$ cat config.mk
export PLATFORM = sky130hd
export DESIGN_NAME = sensor_board_serial_reporter
export DESIGN_NICKNAME = d
export VERILOG_FILES = /design/src/hw/rtl/sbsr_pkg.sv /design/src/hw/rtl/sensor_board_serial_reporter.sv /design/src/hw/rtl/sbsr_unit.sv /design/src/hw/rtl/sbsr_framer.sv
export SDC_FILE = /design/constraint.sdc
export NUM_CORES = 1
export LEC_CHECK = 0
export ABC_CLOCK_PERIOD_IN_PS = 7700
export BUFFER_PORTS_ARGS = -buffer_cell sky130_fd_sc_hd__buf_2
export CAP_MARGIN = 5
export CORE_MARGIN = 1
export CORE_UTILIZATION = 40
export DETAILED_ROUTE_END_ITERATION = 6
export HOLD_SLACK_MARGIN = 0.02
export PLACE_DENSITY_LB_ADDON = 0.08
export SYNTH_ARGS = -nofsm -noshare
export SYNTH_HDL_FRONTEND = slang
export SYNTH_HIERARCHICAL = 1
export SYNTH_SLANG_ARGS = --single-unit
$ cat constraint.sdc
create_clock -name clock -period 7.7 [get_ports clock]
set_clock_uncertainty 0.2 [all_clocks]
set_input_delay 1.54 -clock clock [delete_from_list [all_inputs] [get_ports clock]]
set_output_delay 1.54 -clock clock [all_outputs]
set_load 0.005 [all_outputs]
$ cat src/hw/rtl/sbsr_pkg.sv
`default_nettype none

package sbsr_pkg;

   // Input item: one received byte with a sensor snapshot, or a slider event.
   typedef struct packed {
      logic        operation;
      logic [7:0]  rx_byte;
      logic [14:0] sound_pulse;
      logic        light_high;
      logic        button_high;
      logic [9:0]  res_a;
      logic [9:0]  res_b;
      logic [9:0]  res_c;
      logic [9:0]  res_d;
      logic        up_button;
      logic        slider_down;
   } req_payload_type;

   // Result item: one byte of a report.
   typedef struct packed {
      logic [7:0] tx_byte;
      logic       last_byte;
      logic       comm_led;
   } rsp_payload_type;

   typedef enum logic [2:0] {
      ST_IDLE,
      ST_SLIDE_UP,
      ST_SLIDE_DN,
      ST_SOUND,
      ST_EMIT
   } state_type;

   typedef enum logic [1:0] {
      UOP_SUB_SAT,
      UOP_ADD_SAT,
      UOP_HALVE
   } unit_op_type;

   // Results of the shared unit handed back to the sequencer.
   typedef struct packed {
      logic [14:0] result;
      logic        above_max;
   } unit_out_type;

   // Register indexes of the configuration port.
   localparam logic [1:0] CSR_SOUND_ENABLE = 2'd0;
   localparam logic [1:0] CSR_SLIDER_STEP  = 2'd1;
   localparam logic [1:0] CSR_BLINK_PERIOD = 2'd2;

   localparam logic [7:0] REQ_CODE   = 8'h01;
   localparam logic [9:0] MAX_VALUE  = 10'd1023;
   localparam logic [4:0] LAST_INDEX = 5'd17;

   // Report channel codes.
   localparam logic [3:0] CH_ID     = 4'hF;
   localparam logic [3:0] CH_SLIDER = 4'h7;
   localparam logic [3:0] CH_LIGHT  = 4'h5;
   localparam logic [3:0] CH_SOUND  = 4'h6;
   localparam logic [3:0] CH_BUTTON = 4'h3;
   localparam logic [3:0] CH_RES_A  = 4'h4;
   localparam logic [3:0] CH_RES_B  = 4'h2;
   localparam logic [3:0] CH_RES_C  = 4'h1;
   localparam logic [3:0] CH_RES_D  = 4'h0;

   localparam logic [9:0] ID_VALUE = 10'd4;

endpackage

`default_nettype wire

$ cat src/hw/rtl/sensor_board_serial_reporter.sv
`default_nettype none

// Channel   Direction  Handshake        Payload
// req       in         valid / stall    sbsr_pkg::req_payload_type
// rsp       out        valid / stall    sbsr_pkg::rsp_payload_type
// csr       in         valid / ready    index (2 bits), data (10 bits)
//
// A report request is accepted, then with sound sampling on passes through the
// shared unit (up to five halvings and a store), then sends eighteen bytes of
// output, one byte per cycle when the output side does not stall.
// A slider event is accepted, then takes one shared-unit step for the up
// button and one for the down button. Other received bytes are accepted and dropped.
// Reset is synchronous and active high; it restores the register defaults, the
// slider, sound and request count to zero and the activity LED to on.
// A stall on the result side holds the current byte in the output register and
// pauses the byte output; the input side is stalled whenever the sequencer is busy.
module sensor_board_serial_reporter (
   input  var logic                      clock,
   input  var logic                      reset,

   input  var logic                      req_valid,
   output var logic                      req_stall,
   input  var sbsr_pkg::req_payload_type req_payload,

   output var logic                      rsp_valid,
   input  var logic                      rsp_stall,
   output var sbsr_pkg::rsp_payload_type rsp_payload,

   input  var logic                      csr_valid,
   output var logic                      csr_ready,
   input  var logic [1:0]                csr_index,
   input  var logic [9:0]                csr_data
);
   import sbsr_pkg::*;

   // Configuration registers.
   logic        sound_enable_ff;
   logic [9:0]  slider_step_ff;
   logic [7:0]  blink_period_ff;

   // Sequencer and block state.
   state_type       state_ff, state_in;
   logic [4:0]      index_ff, index_in;
   logic [9:0]      slider_ff, slider_in;
   logic [9:0]      sound_ff, sound_in;
   logic [7:0]      count_ff, count_in;
   logic            led_ff, led_in;
   logic [14:0]     pulse_ff, pulse_in;
   req_payload_type snap_ff, snap_in;
   logic            rsp_valid_ff, rsp_valid_in;
   rsp_payload_type rsp_payload_ff, rsp_payload_in;

   logic req_fire;
   logic is_request;
   logic emit_load;
   logic slider_load;
   logic pulse_load;
   logic sound_load;

   unit_op_type  unit_op;
   logic [14:0]  unit_a;
   unit_out_type unit_out;

   logic [7:0] frame_byte;
   logic       frame_last;

   assign req_stall   = (state_ff != ST_IDLE);
   assign req_fire    = req_valid && !req_stall;
   assign is_request  = !req_payload.operation && (req_payload.rx_byte == REQ_CODE);
   assign csr_ready   = 1'b1;
   assign rsp_valid   = rsp_valid_ff;
   assign rsp_payload = rsp_payload_ff;

   sbsr_unit u_unit (
      .op        (unit_op),
      .operand_a (unit_a),
      .operand_b (slider_step_ff),
      .unit_out  (unit_out)
   );

   sbsr_framer u_framer (
      .byte_index   (index_ff),
      .slider_value (slider_ff),
      .sound_value  (sound_ff),
      .light_high   (snap_ff.light_high),
      .button_high  (snap_ff.button_high),
      .res_a        (snap_ff.res_a),
      .res_b        (snap_ff.res_b),
      .res_c        (snap_ff.res_c),
      .res_d        (snap_ff.res_d),
      .tx_byte      (frame_byte),
      .last_byte    (frame_last)
   );

   // Next state of the sequencer.
   always_comb begin
      state_in = state_ff;
      unique case (state_ff)
         ST_IDLE: begin
            if (req_fire && req_payload.operation) begin
               state_in = ST_SLIDE_UP;
            end else if (req_fire && is_request) begin
               state_in = sound_enable_ff ? ST_SOUND : ST_EMIT;
            end
         end
         ST_SLIDE_UP: begin
            state_in = ST_SLIDE_DN;
         end
         ST_SLIDE_DN: begin
            state_in = ST_IDLE;
         end
         ST_SOUND: begin
            if (!unit_out.above_max) begin
               state_in = ST_EMIT;
            end
         end
         ST_EMIT: begin
            if (emit_load && (index_ff == LAST_INDEX)) begin
               state_in = ST_IDLE;
            end
         end
         default: begin
            state_in = ST_IDLE;
         end
      endcase
   end

   // Sequencer outputs: shared unit operation and load strobes.
   always_comb begin
      unit_op     = UOP_HALVE;
      unit_a      = pulse_ff;
      slider_load = 1'b0;
      pulse_load  = 1'b0;
      sound_load  = 1'b0;
      emit_load   = 1'b0;
      unique case (state_ff)
         ST_IDLE: begin
         end
         ST_SLIDE_UP: begin
            unit_op     = UOP_SUB_SAT;
            unit_a      = {5'd0, slider_ff};
            slider_load = snap_ff.up_button;
         end
         ST_SLIDE_DN: begin
            unit_op     = UOP_ADD_SAT;
            unit_a      = {5'd0, slider_ff};
            slider_load = snap_ff.slider_down;
         end
         ST_SOUND: begin
            // Halve while the pulse is above full scale, then store it.
            pulse_load = unit_out.above_max;
            sound_load = !unit_out.above_max;
         end
         ST_EMIT: begin
            emit_load = !rsp_valid_ff || !rsp_stall;
         end
         default: begin
         end
      endcase
   end

   // Data path next values.
   always_comb begin
      snap_in        = snap_ff;
      pulse_in       = pulse_ff;
      slider_in      = slider_ff;
      sound_in       = sound_ff;
      count_in       = count_ff;
      led_in         = led_ff;
      index_in       = index_ff;
      rsp_payload_in = rsp_payload_ff;
      rsp_valid_in   = rsp_valid_ff && rsp_stall;

      if (req_fire) begin
         snap_in  = req_payload;
         pulse_in = req_payload.sound_pulse;
         index_in = '0;
         if (is_request) begin
            if (count_ff == blink_period_ff) begin
               led_in   = !led_ff;
               count_in = '0;
            end else begin
               count_in = count_ff + 8'd1;
            end
         end
      end
      if (slider_load) begin
         slider_in = unit_out.result[9:0];
      end
      if (pulse_load) begin
         pulse_in = unit_out.result;
      end
      if (sound_load) begin
         sound_in = pulse_ff[9:0];
      end
      if (emit_load) begin
         rsp_valid_in             = 1'b1;
         rsp_payload_in.tx_byte   = frame_byte;
         rsp_payload_in.last_byte = frame_last;
         rsp_payload_in.comm_led  = led_ff;
         index_in                 = index_ff + 5'd1;
      end
   end

   always_ff @(posedge clock) begin
      if (reset) begin
         state_ff     <= ST_IDLE;
         index_ff     <= '0;
         slider_ff    <= '0;
         sound_ff     <= '0;
         count_ff     <= '0;
         led_ff       <= 1'b1;
         rsp_valid_ff <= 1'b0;
      end else begin
         state_ff     <= state_in;
         index_ff     <= index_in;
         slider_ff    <= slider_in;
         sound_ff     <= sound_in;
         count_ff     <= count_in;
         led_ff       <= led_in;
         rsp_valid_ff <= rsp_valid_in;
      end
   end

   always_ff @(posedge clock) begin
      snap_ff        <= snap_in;
      pulse_ff       <= pulse_in;
      rsp_payload_ff <= rsp_payload_in;
   end

   // Configuration writes; an index beyond the register list is ignored.
   always_ff @(posedge clock) begin
      if (reset) begin
         sound_enable_ff <= 1'b1;
         slider_step_ff  <= 10'd64;
         blink_period_ff <= 8'd15;
      end else if (csr_valid && csr_ready) begin
         unique case (csr_index)
            CSR_SOUND_ENABLE: sound_enable_ff <= csr_data[0];
            CSR_SLIDER_STEP:  slider_step_ff  <= csr_data;
            CSR_BLINK_PERIOD: blink_period_ff <= csr_data[7:0];
            default: begin
            end
         endcase
      end
   end

endmodule

`default_nettype wire

$ cat src/hw/rtl/sbsr_unit.sv
`default_nettype none

module sbsr_unit (
   input  var sbsr_pkg::unit_op_type  op,
   input  var logic [14:0]            operand_a,
   input  var logic [9:0]             operand_b,
   output var sbsr_pkg::unit_out_type unit_out
);
   import sbsr_pkg::*;

   logic [10:0] sum;

   assign sum = {1'b0, operand_a[9:0]} + {1'b0, operand_b};

   always_comb begin
      unit_out.above_max = (operand_a[14:10] != 5'd0);
      case (op)
         UOP_SUB_SAT: begin
            unit_out.result = (operand_a[9:0] > operand_b) ?
                              {5'd0, operand_a[9:0] - operand_b} : 15'd0;
         end
         UOP_ADD_SAT: begin
            unit_out.result = (sum > {1'b0, MAX_VALUE}) ?
                              {5'd0, MAX_VALUE} : {4'd0, sum};
         end
         UOP_HALVE: begin
            unit_out.result = {1'b0, operand_a[14:1]};
         end
         default: begin
            unit_out.result = operand_a;
         end
      endcase
   end

endmodule

`default_nettype wire

$ cat src/hw/rtl/sbsr_framer.sv
`default_nettype none

module sbsr_framer (
   input  var logic [4:0]  byte_index,
   input  var logic [9:0]  slider_value,
   input  var logic [9:0]  sound_value,
   input  var logic        light_high,
   input  var logic        button_high,
   input  var logic [9:0]  res_a,
   input  var logic [9:0]  res_b,
   input  var logic [9:0]  res_c,
   input  var logic [9:0]  res_d,
   output var logic [7:0]  tx_byte,
   output var logic        last_byte
);
   import sbsr_pkg::*;

   logic [3:0] channel;
   logic [9:0] value;

   // Each tuple covers two bytes, so the tuple number is the index halved.
   always_comb begin
      case (byte_index[4:1])
         4'd0: begin channel = CH_ID;     value = ID_VALUE;                     end
         4'd1: begin channel = CH_SLIDER; value = slider_value;                 end
         4'd2: begin channel = CH_LIGHT;  value = light_high ? MAX_VALUE : '0;  end
         4'd3: begin channel = CH_SOUND;  value = sound_value;                  end
         4'd4: begin channel = CH_BUTTON; value = button_high ? MAX_VALUE : '0; end
         4'd5: begin channel = CH_RES_A;  value = res_a;                        end
         4'd6: begin channel = CH_RES_B;  value = res_b;                        end
         4'd7: begin channel = CH_RES_C;  value = res_c;                        end
         default: begin channel = CH_RES_D; value = res_d;                      end
      endcase
   end

   assign tx_byte   = byte_index[0] ? {1'b0, value[6:0]} : {1'b1, channel, value[9:7]};
   assign last_byte = (byte_index == LAST_INDEX);

endmodule

`default_nettype wire

======== Word level (Yosys, flattened, before mapping) ========
Index checks and enable logic that the tools add are counted.
cells by class
  shift operators ......................... 0
  magnitude comparators ................... 2
  $add $sub $neg .......................... 4
  muxes and demuxes ....................... 26
  bitwise logic cells ..................... 0
  reduce and logical (&&, ||, !) cells .... 28
  multipliers ............................. 0
  equality and inequality tests ........... 21
  divide/modulo/power cells ............... 0
operators by type and width
  cell                  number
  $pmux 10 s8           1
  $mux 15               3
  $pmux 15 s3           1
  $pmux 4 s8            1
  $mux 10               3
  $eq 4x3->1 const B    4
  $mux 8                2
  $mux 3                5
  $pmux 3 s4            1
  $add 10x10->11        1
  $gt 11x10->1 const B  1
  $mux 11               1
  $gt 10x10->1          1
  $mux 5                2
  $sub 10x10->10        1
  $add 8x1->8 const B   1
  $eq 4x2->1 const B    2
  $eq 8x1->1 const B    1
  $eq 8x8->1            1
  $reduce_and 2->1      4
  $eq 3x2->1 const B    2
  $logic_and 1x1->1     6
  $logic_not 1->1       6
  $reduce_and 3->1      2
  20 further kinds      28
word-level totals
  input bits .............................. 85
  memory bits (writable) .................. 0
  register bits after elaboration ......... 126
  bits in read-only memories .............. 0
  output and inout port bits .............. 13
  latch bits .............................. 0
  memories ................................ 0

======== Longest topological paths before layout ========
  depth after elaboration ................. 8
  depth in mapped cells ................... 17
  mapped depth without buffers ............ 15

======== Hierarchy ========
The synthesis kept the hierarchy.
by module, submodules not included
  module                        area an instance (um^2)  instances  seq. area each (um^2)  cells each
  sensor_board_serial_reporter  4,959.8                  1          3,213.1                397
  sbsr_unit                     1,365.1                  1          0.0                    197
  sbsr_framer                   773.2                    1          0.0                    99

======== Least setup slack after synthesis ========
OpenSTA, ideal clock, no wires.
  kind .................................... register to register
  from .................................... register state_ff[0]
  to ...................................... register pulse_ff[5] (data pin)
  arrival ................................. 3,275 ps
  slack ................................... 3,965 ps
  required time ........................... 7,240 ps
  library setup time ...................... 260 ps
  stages on the path, launching flop included .. 16
  clock period less this slack ............ 3,735 ps
  cells stage by stage .................... dfxtp_1 > buf_2 > xnor2_1 > nor2_2 > buf_2 > mux2_2 > ha_1 > clkbuf_2 > nand4_1 > a21oi_1 > o311ai_1 > a21o_1 > buf_2 > nor2_1 > a311o_1 > mux2_2
RTL lines
  what                      RTL line                             RTL
  start: declaration        sensor_board_serial_reporter.sv:42   state_type state_ff, state_in;
  start signal: assignment  sensor_board_serial_reporter.sv:215  state_ff <= state_in;
  end signal: assignment    sensor_board_serial_reporter.sv:227  pulse_ff <= pulse_in;
  end: declaration          sensor_board_serial_reporter.sv:48   logic [14:0] pulse_ff, pulse_in;

==> summary.txt <==
CP bufs+invs: 2
Syn Nets: 803
port bufs: 96
DRC Markers: 0
final worst slack: 3.223 ns
vias in the first global route: 5296
Root Driver: clkbuf_16
Crit path largest cell delay: 0.59 ns
ANT nets after route: 0
GRT Total Usage: 0.2060
area added between synthesis and finish: 16.41%
Final Instance Area: 0.008263 mm²
r2r setup slk: 3.22 ns
Hold WC Path Type: reg2reg
crit share post-route: 0.5814
Initial Util: 0.4104
Final Non-Filler Cells: 1013
hpwl dp: 13150 µm
status: completed
largest net degree at the start of global routing: 58
Area after DPL: 0.007685 mm²
DR vias: 5506
CTS tree: yes
TritonCTS Buffers: 17
number of max-cap violations: 0
CP arrival: 4.45 ns
Clock Sinks: 126
initial antenna violation count: 0
Final #Nets: 885
diodes inserted: 0
syn avg cell area: 10.24 µm²
Worst Hold Path Cells: 2
crit-path max FO: 16
Largest delay share family, worst path: compound AO/OA/AOI/OAI gates
Core Area: 0.01730 mm²
Layout Utilization: 0.4777
WL/cell: 17.86 µm
final hold vios: 0
Crit Path Class: reg2reg
# IOs: 98
reg-to-reg startpoint: state_ff[0]$_SDFFE_PP0P_
Die Y-Extent: 135.2 µm
Die W: 135.2 µm
Post-Syn Area: 0.007098 mm²
# resized after CTS: 0
Pwr Density: 226.9 mW/mm²
Slew HR: 0.2780
worst hold path startpoint: sound_ff[1]$_SDFFE_PP0P_
Worst-Skew Late Latency: 0.42 ns
Slew Viols, Final: 0
GPL Wtd Cong: 0.8196
leakage power of the design: 3.130 nW
slowest CP cell: dfxtp_1
worst slew pin tran: 1.083 ns
sequential share of the synthesized area: 0.4527
RSZ-0062 raised after global routing: no
Post-Syn Instances: 693
htree depth: 4
GR Overflow Total: 0
f_max: 223.4 MHz
top_reg_cell synth: edfxtp_1
Rows: 48
Async SR Flop Fraction: 0
R2R depth: 14
Clock Path Buffers: 2
data required time at the worst endpoint: 7.67 ns
first-pass GRT wire length: 28670 µm
synth warn: 6
Setup TNS: 0 ns
Yosys cell types: 90
CP startpoint kind: flop
Setup Buffers After CTS: 0
Tmin final: 4.477 ns
Vias/cell: 5.435
Cells after DPL: 981
clk slew on worst S/H paths: 0.06 ns
CP cell instances: xnor2_1 -> nor2_2 -> mux2_2 -> inv_1 -> ha_1 -> inv_1 -> fa_1 -> nand3_1 -> a21oi_1 -> o311ai_1 -> a21o_1 -> nor2_1 -> a311o_1 -> mux2_2
CP endpoint kind: flop
Setup WS pre-CTS: 3.244 ns
Detailed Routing Iterations Pass 1: 4
Final Setup Violations: 0
VDD IR-drop max: 0.1566 mV
Hold EP: sound_ff[1]$_SDFFE_PP0P_
Post-Route WL: 18100 µm
EDFF count, synth: 69
First DRT Iteration DRCs: 302
full die area: 0.01828 mm²
hold_buf cts: 0
share of layout cells above drive strength 1: 0.2411
post-synthesis register bit count: 126
FF-to-FF End: pulse_ff[5]$_DFFE_PP_
## synthesized netlist by cell type (all sizes together) (8+ instances only)
cell type | count | share of area
nand2 | 64 | 0.034
nand3 | 12 | 0.0085
xnor2 | 9 | 0.011
ha | 23 | 0.041
o21ai | 19 | 0.014
nand2b | 10 | 0.0088
a22o | 9 | 0.011
mux2 | 27 | 0.043
nor2b | 11 | 0.011
o31ai | 8 | 0.0085
xor2 | 10 | 0.012
nor2 | 56 | 0.031
dfxtp | 57 | 0.16
a211oi | 9 | 0.011
a21oi | 65 | 0.046
clkbuf | 16 | 0.0086
nor3 | 11 | 0.011
edfxtp | 69 | 0.29
a31oi | 10 | 0.0088
inv | 36 | 0.019
mux2i | 26 | 0.037
buf | 22 | 0.022
## placed cells by master, fill, tap and decap left out, types with 12 or more instances in the layout
cell type	n
buf_2	96
edfxtp_1	69
nand2_1	63
a21oi_1	64
clkbuf_16	20
mux2i_1	26
inv_1	34
nand3_1	12
nor2_1	54
mux2_2	26
o21ai_0	16
ha_1	23
dfxtp_1	57
## where the power goes
part / internal (mW) / switching (mW)
clock network: 0.478 / 0.299
logic: 0.128 / 0.191
registers: 0.755 / 0.0228
total: 1.36 / 0.513
## area by class of cell
class / instances / area, µm²
Tap cell: 225 / 281.5
Clock inverter: 7 / 48.80
Sequential cell: 126 / 3213
Fill cell: 1654 / 9034
Timing Repair Buffer: 101 / 518.0
Inverter: 37 / 142.6
Clock buffer: 25 / 529.3
Multi-Input combinational cell: 492 / 3530
## worst min-delay path, delay by kind of cell, from the launching register on
family / cells / cell delay [ns]
DFF: 1 / 0.31
AOI/OAI and AO/OA: 1 / 0.05
and+or+nand+nor: 1 / 0.05
## kinds of logic (layout without fill, tap and decap cells)
| kind of cell | after synthesis | after routing | synth area share |
|---|---|---|---|
| AOI/OAI and AO/OA | 175 | 175 | 0.1728 |
| xor gates and xnor gates | 19 | 19 | 0.02344 |
| adders and majority gates | 25 | 25 | 0.04618 |
| buffers and inverters | 75 | 170 | 0.05076 |
| DFF | 126 | 126 | 0.4527 |
| muxes | 55 | 55 | 0.08584 |
| other | 1 | 1 | 0.0005283 |
| and+or+nand+nor | 217 | 217 | 0.1678 |
## stage by stage
step / hold WS (ns) / total power [mW]
after floorplan: 0.2292 / 1.016
after global placement: 0.2472 / 1.107
after detailed placement: 0.2478 / 1.109
after CTS: 0.2559 / 1.894
after global routing: 0.2825 / 1.955
final: 0.2560 / 1.875
## registers in the layout, summed over array words and instances, names as in the netlist
register	flops
blink_period_ff	8
snap_ff	44
count_ff	8
pulse_ff	15
slider_ff	10
led_ff	1
sound_ff	10
rsp_payload	10
state_ff	3
slider_step_ff	10
index_ff	5
rsp_valid	1
sound_enable_ff	1
## layer usage
metal  global-route usage  share of wire  vias to the layer above
li1                     -              -                     2705
met1               0.2687           0.46                     2617
met2               0.3385           0.48                      162
met3              0.04003          0.047                       22
met4              0.07428          0.018                        0
met5                    0              0                        -
## how the worst max path moves through the flow
stage	from	depth (start not counted)	end	slack (ns)
global route	state_ff[0]$_SDFFE_PP0P_	14	pulse_ff[5]$_DFFE_PP_	2.90
finish	state_ff[0]$_SDFFE_PP0P_	14	pulse_ff[5]$_DFFE_PP_	3.22
floorplan	state_ff[0]$_SDFFE_PP0P_	15	pulse_ff[5]$_DFFE_PP_	3.97
global placement	state_ff[0]$_SDFFE_PP0P_	14	pulse_ff[5]$_DFFE_PP_	3.35
detailed placement	state_ff[0]$_SDFFE_PP0P_	12	pulse_ff[9]$_DFFE_PP_	3.24
CTS	state_ff[0]$_SDFFE_PP0P_	14	pulse_ff[5]$_DFFE_PP_	3.23
No activity file was read; power rests on OpenSTA's default activity.
